[config.mk]
export PLATFORM = sky130hd
export DESIGN_NAME = ocpf_ctrl
export DESIGN_NICKNAME = d
export VERILOG_FILES = /design/src/hw/rtl/ocpf_pkg.sv /design/src/hw/rtl/ocpf_ctrl.sv
export SDC_FILE = /design/constraint.sdc
export NUM_CORES = 1
export LEC_CHECK = 0
export CORE_AREA = 4 4 41 43
export CTS_CLUSTER_SIZE = 40
export DETAILED_ROUTE_END_ITERATION = 12
export DIE_AREA = 0 0 45 47
export DONT_BUFFER_PORTS = 1
export SLEW_MARGIN = 25
export SYNTH_ARGS = -nofsm -noshare
export SYNTH_HDL_FRONTEND = slang
export SYNTH_SLANG_ARGS = --single-unit
[constraint.sdc]
create_clock -name clk -period 2.3 [get_ports clk]
set_clock_uncertainty 0.05 [all_clocks]
set_input_delay 0.69 -clock clk [delete_from_list [all_inputs] [get_ports clk]]
set_output_delay 0.69 -clock clk [all_outputs]
set_load 0.01 [all_outputs]
[src/hw/rtl/ocpf_pkg.sv]
package ocpf_pkg;

    localparam int MAX_WIDTH  = 256;
    localparam int MAX_HEIGHT = 256;
    localparam int MAX_RADIUS = 4;

    localparam int DEPTH    = MAX_WIDTH * MAX_HEIGHT;
    localparam int ADDR_W   = $clog2(DEPTH);
    localparam int COORD_W  = 32;
    localparam int SUM_W    = 40;
    localparam int CNT_W    = 7;
    localparam int DIM_W    = 9;
    localparam int RAD_W    = 3;
    localparam int POS_W    = 10;

    localparam logic [1:0] CFG_WIDTH  = 2'd0;
    localparam logic [1:0] CFG_HEIGHT = 2'd1;
    localparam logic [1:0] CFG_RADIUS = 2'd2;

    localparam logic ACT_WRITE = 1'b0;
    localparam logic ACT_QUERY = 1'b1;

    localparam logic [1:0] ST_HIT   = 2'd0;
    localparam logic [1:0] ST_AVG   = 2'd1;
    localparam logic [1:0] ST_EMPTY = 2'd2;
    localparam logic [1:0] ST_RANGE = 2'd3;

    typedef struct packed {
        logic clear_wr;
        logic pt_wr;
        logic load_query;
        logic rd_center;
        logic acc_clear;
        logic acc_add;
        logic div_start;
        logic set_hit;
        logic set_zero;
        logic out_load;
        logic win_init;
        logic win_step;
    } ctrl_t;

    typedef struct packed {
        logic out_range;
        logic cell_in;
        logic win_last;
        logic rd_valid;
        logic cnt_zero;
        logic div_done;
        logic clear_last;
    } stat_t;

endpackage

[src/hw/rtl/ocpf_ctrl.sv]
module ocpf_ctrl (
    input  logic            clk,
    input  logic            rst_n,
    input  logic            in_valid,
    output logic            in_stall,
    input  logic            action,
    input  logic            out_stall,
    output logic            out_valid,
    output ocpf_pkg::ctrl_t ctrl,
    input  ocpf_pkg::stat_t stat
);

    localparam logic [2:0] S_CLEAR  = 3'd0;
    localparam logic [2:0] S_IDLE   = 3'd1;
    localparam logic [2:0] S_CHECK  = 3'd2;
    localparam logic [2:0] S_CENTER = 3'd3;
    localparam logic [2:0] S_WALK   = 3'd4;
    localparam logic [2:0] S_DIV    = 3'd5;
    localparam logic [2:0] S_OUT    = 3'd6;

    logic [2:0] state_reg, state_next;
    logic       acc_pend_reg, acc_pend_next;
    logic       last_pend_reg, last_pend_next;
    logic       out_valid_next;
    logic       in_acc;

    assign in_stall = (state_reg != S_IDLE) || out_valid;
    assign in_acc   = in_valid && !in_stall;

    always_comb
    begin
        ctrl           = '0;
        state_next     = state_reg;
        acc_pend_next  = 1'b0;
        last_pend_next = 1'b0;
        out_valid_next = out_valid && out_stall;
        unique case (state_reg)
            S_CLEAR:
            begin
                ctrl.clear_wr = 1'b1;
                if (stat.clear_last)
                begin
                    state_next = S_IDLE;
                end
            end
            S_IDLE:
            begin
                if (in_acc)
                begin
                    if (action == ocpf_pkg::ACT_WRITE)
                    begin
                        ctrl.pt_wr = 1'b1;
                    end
                    else
                    begin
                        ctrl.load_query = 1'b1;
                        state_next      = S_CHECK;
                    end
                end
            end
            S_CHECK:
            begin
                ctrl.acc_clear = 1'b1;
                ctrl.win_init  = 1'b1;
                ctrl.rd_center = 1'b1;
                if (stat.out_range)
                begin
                    ctrl.set_zero  = 1'b1;
                    ctrl.out_load  = 1'b1;
                    out_valid_next = 1'b1;
                    state_next     = S_IDLE;
                end
                else
                begin
                    state_next = S_CENTER;
                end
            end
            S_CENTER:
            begin
                if (stat.rd_valid)
                begin
                    ctrl.set_hit   = 1'b1;
                    ctrl.out_load  = 1'b1;
                    out_valid_next = 1'b1;
                    state_next     = S_IDLE;
                end
                else
                begin
                    acc_pend_next  = stat.cell_in;
                    last_pend_next = stat.win_last;
                    ctrl.win_step  = 1'b1;
                    state_next     = S_WALK;
                end
            end
            S_WALK:
            begin
                ctrl.acc_add = acc_pend_reg && stat.rd_valid;
                if (last_pend_reg)
                begin
                    state_next = S_DIV;
                end
                else
                begin
                    acc_pend_next  = stat.cell_in;
                    last_pend_next = stat.win_last;
                    ctrl.win_step  = 1'b1;
                end
            end
            S_DIV:
            begin
                if (stat.cnt_zero)
                begin
                    ctrl.set_zero  = 1'b1;
                    ctrl.out_load  = 1'b1;
                    out_valid_next = 1'b1;
                    state_next     = S_IDLE;
                end
                else
                begin
                    ctrl.div_start = 1'b1;
                    state_next     = S_OUT;
                end
            end
            S_OUT:
            begin
                if (stat.div_done)
                begin
                    ctrl.out_load  = 1'b1;
                    out_valid_next = 1'b1;
                    state_next     = S_IDLE;
                end
            end
            default:
            begin
                state_next = S_IDLE;
            end
        endcase
    end

    always_ff @(posedge clk or negedge rst_n)
    begin
        if (!rst_n)
        begin
            state_reg     <= S_CLEAR;
            acc_pend_reg  <= 1'b0;
            last_pend_reg <= 1'b0;
            out_valid     <= 1'b0;
        end
        else
        begin
            state_reg     <= state_next;
            acc_pend_reg  <= acc_pend_next;
            last_pend_reg <= last_pend_next;
            out_valid     <= out_valid_next;
        end
    end

endmodule

==> parameters.txt, run 1 <==
Parameter                              Value

Run status
  Result of the run    complete, no violations

STA
  Final min period    2240 ps
  Final-report hold violation count    0
  Max Transition Viols Final    0
  Fmax    446 MHz
  Setup-violating endpoint count in the final report    0
  Remaining max-slew budget at the tightest pin    70.4%
  Period utilisation layout    97.5%
  Setup repair after global routing missed its margin    yes
  Worst-Margin Slew    441 ps
  Setup WS post-layout    58.2 ps

Drt
  Initial detailed-routing violation count    10
  Met3 wirelength from detailed routing    93 µm
  Antenna Violating Nets Remaining    0
  Drt first pass iters    4
  Total Routed Length    1.04 mm
  Highest metal layer used by the detailed router    met4
  M1 wire length    401 µm
  Drt via density    5.56
  Routed length on met2    530 µm
  DRC violations left    0
  Average wire per cell in the routed design    14.3 µm
  Routed via count    406

CTS
  Maximum root-to-sink buffer count    2
  Clk slew on worst S/H paths    40 ps
  Cts bufs inserted    3
  Number of H-tree levels    1
  Clock tree from TritonCTS    built
  Cell at the root of the clock tree    sky130_fd_sc_hd__clkbuf_4
  Clock network latency to the later pin of the worst-skew pair    240 ps
  Sink count of the clock tree    6
  Hold-fix buffers, CTS    0

Place
  Routability Congestion    0.688
  DP Wirelength    798 µm
  DP Worst Slack    201 ps
  Buffers added on ports    0
  Placed instance area    462 µm²

GRT
  Global router's overall resource usage    9.71%
  Maximum number of pins on one net before global-route repair    14
  Global-route wire length before repair    1.41 mm
  Vias in the first global route    327
  Overflow left after global routing    0
  Number of antenna violations at the first check in global routing    0

Power
  Leakage component of the power    0.237 nW
  PwrDens    1310 mW/mm²
  Max IR drop VDD    0.474 mV

Setup path
  Worst Path Class, Setup    register to output port
  CP Max Fanout    7
  Cell count of the worst reg-to-reg path    4
  Required arrival time at the worst endpoint    1560 ps
  WP data arrival    1500 ps
  Setup slack on the worst flop-to-flop path    710 ps
  Setup crit end kind    output port
  Element type at the critical path start    register
  Startpoint of the worst-slack reg-to-reg timing path    state_reg[2]
  Terminus of the critical flop-to-flop path    out_valid

Yosys
  Post-synthesis instance total    55
  Yosys warning total    0
  Top flip-flop cell by instance count after synthesis    sky130_fd_sc_hd__dfrtp_1
  Unique masters post-synth    26
  Post-synth ARST share    100%
  Synth top area cells    sky130_fd_sc_hd__dfrtp_1, sky130_fd_sc_hd__nor3b_1, sky130_fd_sc_hd__a32o_1, sky130_fd_sc_hd__inv_1, sky130_fd_sc_hd__nand2_1
  Register area share after synthesis    33.5%
  Number of storage elements in the synthesis netlist    6
  Synthesized cell area    448 µm²
  Number of enable flip-flop cells after synthesis    0
  Synthesized area per cell    8.14 µm²
  Yosys top cell area share    33.5%
  Most frequent cell after synthesis    sky130_fd_sc_hd__dfrtp_1
  Most area-hungry cell type in the Yosys netlist    sky130_fd_sc_hd__dfrtp_1
  Most common library cells after synthesis    sky130_fd_sc_hd__dfrtp_1, sky130_fd_sc_hd__inv_1, sky130_fd_sc_hd__nand2_1, sky130_fd_sc_hd__nor2_1
  Number of nets produced by synthesis    67

Final layout
  Cell area after layout    513 µm²
  Ratio of cells with drive above 1 in the final layout    25.9%
  Synth-to-layout area growth    14.5%
  Max reg flops    3
  Net count, final    72
  Number of inserted diodes    0

Floorplan
  Total number of placement rows    13
  I/O pin count    26
  Die extent in y    47 µm
  Starting utilization of the core area    34.4%
  Die Outline Area    0.00212 mm²
  Die boundary width    45 µm
  Placeable core region    0.00130 mm²

Min path
  Hold/Removal Path Class    primary input to async pin

Job
  Number of max-capacitance violations reported    0
-- cell usage in the layout, fill, tap and decap left out --
| master | n |
|---|---|
| sky130_fd_sc_hd__nand2b_4 | 1 |
| sky130_fd_sc_hd__nand2_1 | 5 |
| sky130_fd_sc_hd__a21o_1 | 2 |
| sky130_fd_sc_hd__a41oi_1 | 1 |
| sky130_fd_sc_hd__inv_1 | 5 |
| sky130_fd_sc_hd__buf_4 | 5 |
| sky130_fd_sc_hd__a221o_1 | 1 |
| sky130_fd_sc_hd__dfrtp_2 | 3 |
| sky130_fd_sc_hd__o21ai_0 | 3 |
| sky130_fd_sc_hd__o211ai_1 | 1 |
| sky130_fd_sc_hd__a21oi_1 | 1 |
| sky130_fd_sc_hd__nor3b_1 | 2 |
| sky130_fd_sc_hd__nor2_1 | 5 |
| sky130_fd_sc_hd__nor2b_1 | 3 |
| sky130_fd_sc_hd__a32o_1 | 2 |
| sky130_fd_sc_hd__or3_4 | 1 |
| sky130_fd_sc_hd__nor2b_4 | 1 |
| sky130_fd_sc_hd__mux2i_1 | 1 |
| sky130_fd_sc_hd__a22o_1 | 1 |
| sky130_fd_sc_hd__and3_1 | 1 |
| sky130_fd_sc_hd__nor3_1 | 2 |
| sky130_fd_sc_hd__nor3b_2 | 1 |
| sky130_fd_sc_hd__dfrtp_1 | 3 |
| sky130_fd_sc_hd__clkbuf_4 | 3 |
| sky130_fd_sc_hd__a31oi_1 | 2 |
| sky130_fd_sc_hd__nand3_1 | 2 |
-- report_power, final --
part           switching, mW  internal, mW
Combinational          0.181         0.176
Clock                 0.0337        0.0587
Sequential            0.0757         0.148
-- worst max path at each step --
stage	start	to	cells past startpoint
2_1_floorplan	state_reg[2]	ctrl[10]	3
3_3_place_gp	state_reg[2]	ctrl[2]	3
3_5_place_dp	state_reg[0]	ctrl[10]	4
4_1_cts	state_reg[1]	ctrl[10]	4
5_1_grt	state_reg[1]	ctrl[10]	4
6_report	state_reg[1]	ctrl[10]	4
-- per-stage QoR --
step	hold slack (ps)	util [%]	cells	TNS, ps	power (mW)
after detailed placement	345	35.5	69	0	0.532
final	94.0	39.4	73	0	0.672
after global placement	345	35.5	69	0	0.533
after CTS	81.7	38.1	72	0	0.649
after global routing	80.8	39.4	73	-11.1	0.729
after floorplan	344	-	55	0	0.485
-- worst max-delay path: stages (launching register included) --
cell                       delay (ps)
sky130_fd_sc_hd__dfrtp_2          430
sky130_fd_sc_hd__nand2b_4         170
sky130_fd_sc_hd__or3_4            350
sky130_fd_sc_hd__nor3b_2          170
sky130_fd_sc_hd__buf_4            140
-- cells by family after synthesis --
logic type	synth area share (%)
muxes	2.23
and+or+nand+nor	29.3
DFF	33.5
buffers and inverters	12.0
AOI/OAI and AO/OA	22.9
-- layer usage --
layer	vias to the layer above	global-route usage (%)
met1	192	11.6
met2	13	14.1
met4	0	8.77
met5	-	0
li1	199	-
met3	2	2.68
-- final cells by class --
cell class | count | area [µm²]
Clock buffer | 3 | 22.5
Inverter | 5 | 18.8
Multi-Input combinational cell | 39 | 262
Fill cell | 147 | 788
Tap cell | 15 | 18.8
Sequential cell | 6 | 154
Timing Repair Buffer | 5 | 37.5
-- repair_timing --
item	CTS	global route
setup endpoints to repair	2	3
setup buffers	0	1
gates resized for setup	4	2
pin swaps	0	0
(Power assumes the default switching activity.)
==> run 2: changes to the inputs <==
- PLACE_DENSITY: unset -> 0.56
- SKIP_LAST_GASP: unset -> 1
==> parameters.txt, run 2 (synthesized netlist as in run 1, its figures left out) <==
Parameter                              Value

Final layout
  Post-layout util    39.3%
  Ratio of cells with drive above 1 in the final layout    24.1%
  Synth-to-layout area growth    14.2%
  Number of inserted diodes    0
  Max reg flops    3
  Net count, final    72
  Commonest cells after routing, fill and taps aside    sky130_fd_sc_hd__inv_1, sky130_fd_sc_hd__nand2_1, sky130_fd_sc_hd__nor2_1, sky130_fd_sc_hd__buf_4, sky130_fd_sc_hd__dfrtp_1

Floorplan
  Placeable core region    0.00130 mm²
  Die extent in y    47 µm
  Die Outline Area    0.00212 mm²
  Total number of placement rows    13
  Die boundary width    45 µm
  I/O pin count    26
  Starting utilization of the core area    34.4%

Power
  Clock Power Share    13.6%
  Design Power    671 µW
  Switching component of the power    288 µW
  Cell internal power dissipation    383 µW
  Max IR drop VDD    0.586 mV
  Logic gate share of total power    55.3%
  PwrDens    1310 mW/mm²
  Sequential fraction of design power    31.1%
  Sw Share    42.9%
  Leakage component of the power    0.238 nW

CTS
  Hold-fix buffers, CTS    0
  Clock network latency to the later pin of the worst-skew pair    240 ps
  Cell at the root of the clock tree    sky130_fd_sc_hd__clkbuf_4
  Maximum root-to-sink buffer count    2
  Sink count of the clock tree    6
  Cts bufs inserted    3
  Number of H-tree levels    1
  Clk slew on worst S/H paths    40 ps
  # Post-CTS Setup Buffers    0
  Clock tree from TritonCTS    built

STA
  Final-report hold violation count    0
  Setup repair after global routing missed its margin    no
  Final min period    2220 ps
  Post-route setup TNS    0 ps
  Setup-violating endpoint count in the final report    0
  Worst-Margin Slew    404 ps
  Remaining max-slew budget at the tightest pin    73.0%
  Fmax    450 MHz
  Max Transition Viols Final    0
  Period utilisation layout    96.7%

Run status
  Result of the run    complete, no violations

Job
  Number of max-capacitance violations reported    0

Drt
  Met3 wirelength from detailed routing    100 µm
  Drt first pass iters    4
  Routed length on met2    492 µm
  DRC violations left    0
  Antenna Violating Nets Remaining    0
  Average wire per cell in the routed design    14.5 µm
  Initial detailed-routing violation count    9
  Routed via count    402
  Total Routed Length    1.06 mm
  Drt via density    5.51
  Highest metal layer used by the detailed router    met4
  M1 wire length    452 µm

Place
  Routability Congestion    0.797
  DP Wirelength    863 µm
  Buffers added on ports    0

Setup path
  Startpoint of the worst-slack reg-to-reg timing path    state_reg[2]
  WP data arrival    1480 ps
  Cell-by-cell trace of the critical path    nor2b_1 -> a22o_1 -> a221o_1
  Required arrival time at the worst endpoint    1560 ps
  Stage delay of the slowest cell on the critical path    490 ps
  Terminus of the critical flop-to-flop path    out_valid
  Cell count of the worst reg-to-reg path    4
  CP Max Fanout    13
  Element type at the critical path start    register
  Setup slack on the worst flop-to-flop path    700 ps
  Max stage delay cell, worst path    sky130_fd_sc_hd__dfrtp_2
  Setup crit end kind    output port
  Worst Path Class, Setup    register to output port

Min path
  Hold/Removal Path Class    primary input to async pin

GRT
  Overflow left after global routing    0
  Maximum number of pins on one net before global-route repair    14
  Global router's overall resource usage    11.5%
  Vias in the first global route    361
  Number of antenna violations at the first check in global routing    0
  Global-route wire length before repair    1.68 mm
run 2: routing by layer:
metal  track usage [%]  vias up
met5                 0        -
met4              10.5        0
met3              4.21        2
met2              16.1       12
met1              13.7      187
li1                  -      201
run 2: cell type report:
cell class / count / area (µm²)
fill: 145 / 790
multi-input combinational: 39 / 262
sequential: 6 / 153
timing repair buffer: 5 / 37.5
clock buffer: 3 / 22.5
inverter: 5 / 18.8
tap: 15 / 18.8
run 2: power groups by stage:
stage | Clock (mW) | Sequential, mW | Combinational [mW]
floorplan | 0 | 0.169 | 0.316
global placement | 0 | 0.201 | 0.353
detailed placement | 0 | 0.200 | 0.350
CTS | 0.0977 | 0.200 | 0.351
global route | 0.105 | 0.218 | 0.416
finish | 0.0910 | 0.209 | 0.371
run 2: critical path: cells and delay by family, from the launching register on:
family,cells,cell delay (ps)
flip-flops,1,490
AND/OR/NAND/NOR,1,200
AO/OA/AOI/OAI,2,550
run 2: how the worst max path moves through the flow:
| stage | startpoint | endpoint | slack, ps | depth (start not counted) |
|---|---|---|---|---|
| floorplan | state_reg[2] | ctrl[10] | 190 | 3 |
| global placement | state_reg[2] | ctrl[10] | 260 | 3 |
| detailed placement | state_reg[2] | ctrl[10] | 240 | 3 |
| CTS | state_reg[0] | ctrl[10] | 10 | 4 |
| global route | state_reg[2] | ctrl[2] | 9 | 3 |
| finish | state_reg[2] | ctrl[2] | 80 | 3 |
run 2: repair_timing:
item                                    4_1_cts  5_1_grt
gates resized for setup                       1        4
endpoints found under the setup margin        2        2
pin swaps                                     0        0
gates cloned                                  0        0
run 2: through the flow:
step | instance area, µm² | hold slack (ps) | std cells | setup WS [ps]
after detailed placement | 469 | 345 | 70 | 237
final | 512 | 97.6 | 73 | 75.3
after global routing | 512 | 76.4 | 73 | 9.47
after CTS | 493 | 85.7 | 73 | 12.4
after floorplan | 448 | 344 | 55 | 193
after global placement | 469 | 345 | 70 | 261
==> run 3: changes to the inputs <==
==> constraint.sdc (replaced) <==
create_clock -name clk -period 2.3 [get_ports clk]
set_clock_uncertainty 0.05 [all_clocks]
set_input_delay 0.23 -clock clk [delete_from_list [all_inputs] [get_ports clk]]
set_output_delay 0.23 -clock clk [all_outputs]
set_load 0.01 [all_outputs]
==> parameters.txt, run 3 (synthesized netlist as in run 1, its figures left out) <==
Parameter                              Value

STA
  Fmax    492 MHz
  Remaining max-slew budget at the tightest pin    71.7%
  Final-report hold violation count    0
  Setup WS post-layout    268 ps
  Worst hold slack after final layout    72.7 ps
  Period utilisation layout    88.4%
  Setup-violating endpoint count in the final report    0
  Final min period    2030 ps
  Setup repair after global routing missed its margin    no
  Max Transition Viols Final    0
  Worst-Margin Slew    424 ps
  Post-route setup TNS    0 ps

Place
  Buffers added on ports    0
  DP Wirelength    814 µm
  Placed instance area    439 µm²
  Routability Congestion    0.726
  # placed instances    66
  DP Worst Slack    514 ps

CTS
  # Post-CTS Setup Buffers    0
  Clock tree from TritonCTS    built
  Clk slew on worst S/H paths    40 ps
  Clock network latency to the later pin of the worst-skew pair    240 ps
  Sink count of the clock tree    6
  Cts bufs inserted    3
  Number of H-tree levels    1
  Maximum root-to-sink buffer count    2
  Cell at the root of the clock tree    sky130_fd_sc_hd__clkbuf_4

Drt
  Average wire per cell in the routed design    14.3 µm
  Drt first pass iters    2
  Total Routed Length    1.00 mm
  Routed via count    379
  Antenna Violating Nets Remaining    0
  Initial detailed-routing violation count    3
  DRC violations left    0
  Drt via density    5.41

Floorplan
  Die boundary width    45 µm
  Placeable core region    0.00130 mm²
  I/O pin count    26
  Starting utilization of the core area    34.4%
  Die extent in y    47 µm
  Total number of placement rows    13
  Die Outline Area    0.00212 mm²

GRT
  Overflow left after global routing    0
  Global-route wire length before repair    1.55 mm
  Number of antenna violations at the first check in global routing    0
  Vias in the first global route    367
  Global router's overall resource usage    10.2%
  Maximum number of pins on one net before global-route repair    14

Setup path
  Max stage delay cell, worst path    sky130_fd_sc_hd__dfrtp_1
  Delay-heaviest family, CP    simple AND/OR/NAND/NOR gates
  Cell-by-cell trace of the critical path    nand2b_1 -> or3_1 -> nor3b_1
  Worst Path Class, Setup    register to output port
  Cell count of the worst reg-to-reg path    4
  WP data arrival    1750 ps
  Setup crit end kind    output port
  Required arrival time at the worst endpoint    2020 ps
  Element type at the critical path start    register
  Crit path depth    3
  Critical path buffers and inverters    0
  CP Max Fanout    12
  Stage delay of the slowest cell on the critical path    480 ps

Run status
  Result of the run    complete, no violations

Final layout
  Most frequent standard cell in the layout excluding fill and tap cells    sky130_fd_sc_hd__dfrtp_1
  Area taken by multi-input logic gates    244 µm²
  Count of non-filler cells in the finished layout    70
  Synth-to-layout area growth    5.31%
  Commonest cells after routing, fill and taps aside    sky130_fd_sc_hd__dfrtp_1, sky130_fd_sc_hd__inv_1, sky130_fd_sc_hd__nand2_1, sky130_fd_sc_hd__nor2_1
  Storage cell area    150 µm²
  Cell area after layout    472 µm²
  Ratio of cells with drive above 1 in the final layout    9.09%
  Max reg flops    3
  Number of inserted diodes    0
  Filler instances    151
  Net count, final    69

Power
  PwrDens    1260 mW/mm²
  Max IR drop VDD    0.403 mV
  Leakage component of the power    0.218 nW

Job
  Number of max-capacitance violations reported    0

Min path
  Hold Path Depth    1
  Hold/Removal Path Class    primary input to register
## run 3: changes by cell type in the layout (fill, tap and decap cells not counted), sizes merged
cell         delta
buf             -4
dlygate4sd3     +1
## run 3: final cells by class
| type | count | area share (%) |
|---|---|---|
| tap | 15 | 3.98 |
| timing repair buffer | 2 | 3.71 |
| sequential | 6 | 31.8 |
| inverter | 5 | 3.98 |
| clock buffer | 3 | 4.77 |
| multi-input combinational | 39 | 51.7 |
## run 3: per-stage QoR
stage	util, %	power (mW)
6_report	36.3	0.597
5_1_grt	36.3	0.655
4_1_cts	36.3	0.608
3_5_place_dp	33.8	0.506
3_3_place_gp	33.8	0.505
2_1_floorplan	-	0.485
## run 3: where the power goes
part           internal (mW)  switching, mW
Sequential             0.143         0.0780
Combinational          0.124          0.159
Clock                 0.0587         0.0339
Total                  0.326          0.271
## run 3: repair_timing
action / in CTS / in global routing
hold endpoints to repair: 6 / 0
hold buffers: 1 / 0
gates resized for setup: 0 / 0
endpoints found under the setup margin: 0 / 0
## run 3: worst reg2reg max path, delay by kind of cell (launching register included)
family / cells / cell delay [ps]
AOI/OAI and AO/OA: 3 / 750
DFF: 1 / 520
and+or+nand+nor: 1 / 250
## run 3: routing by layer
layer / GRT usage (%) / routed length [µm] / vias up
li1: - / - / 195
met1: 13.2 / 429 / 170
met2: 14.4 / 474 / 12
met3: 1.92 / 83 / 2
met4: 8.77 / 17 / 0
met5: 0 / 0 / -
## run 3: final timing paths
kind | start | to | slack, ps
worst max register to register | state_reg[2] | out_valid | 620
min in group asynchronous | rst_n | state_reg[1] | 250
worst max-delay path | state_reg[1] | ctrl[10] | 270
worst min-delay path | out_stall | out_valid | 70
worst min register to register | out_valid | out_valid | 550
max in group asynchronous | rst_n | out_valid | 1750
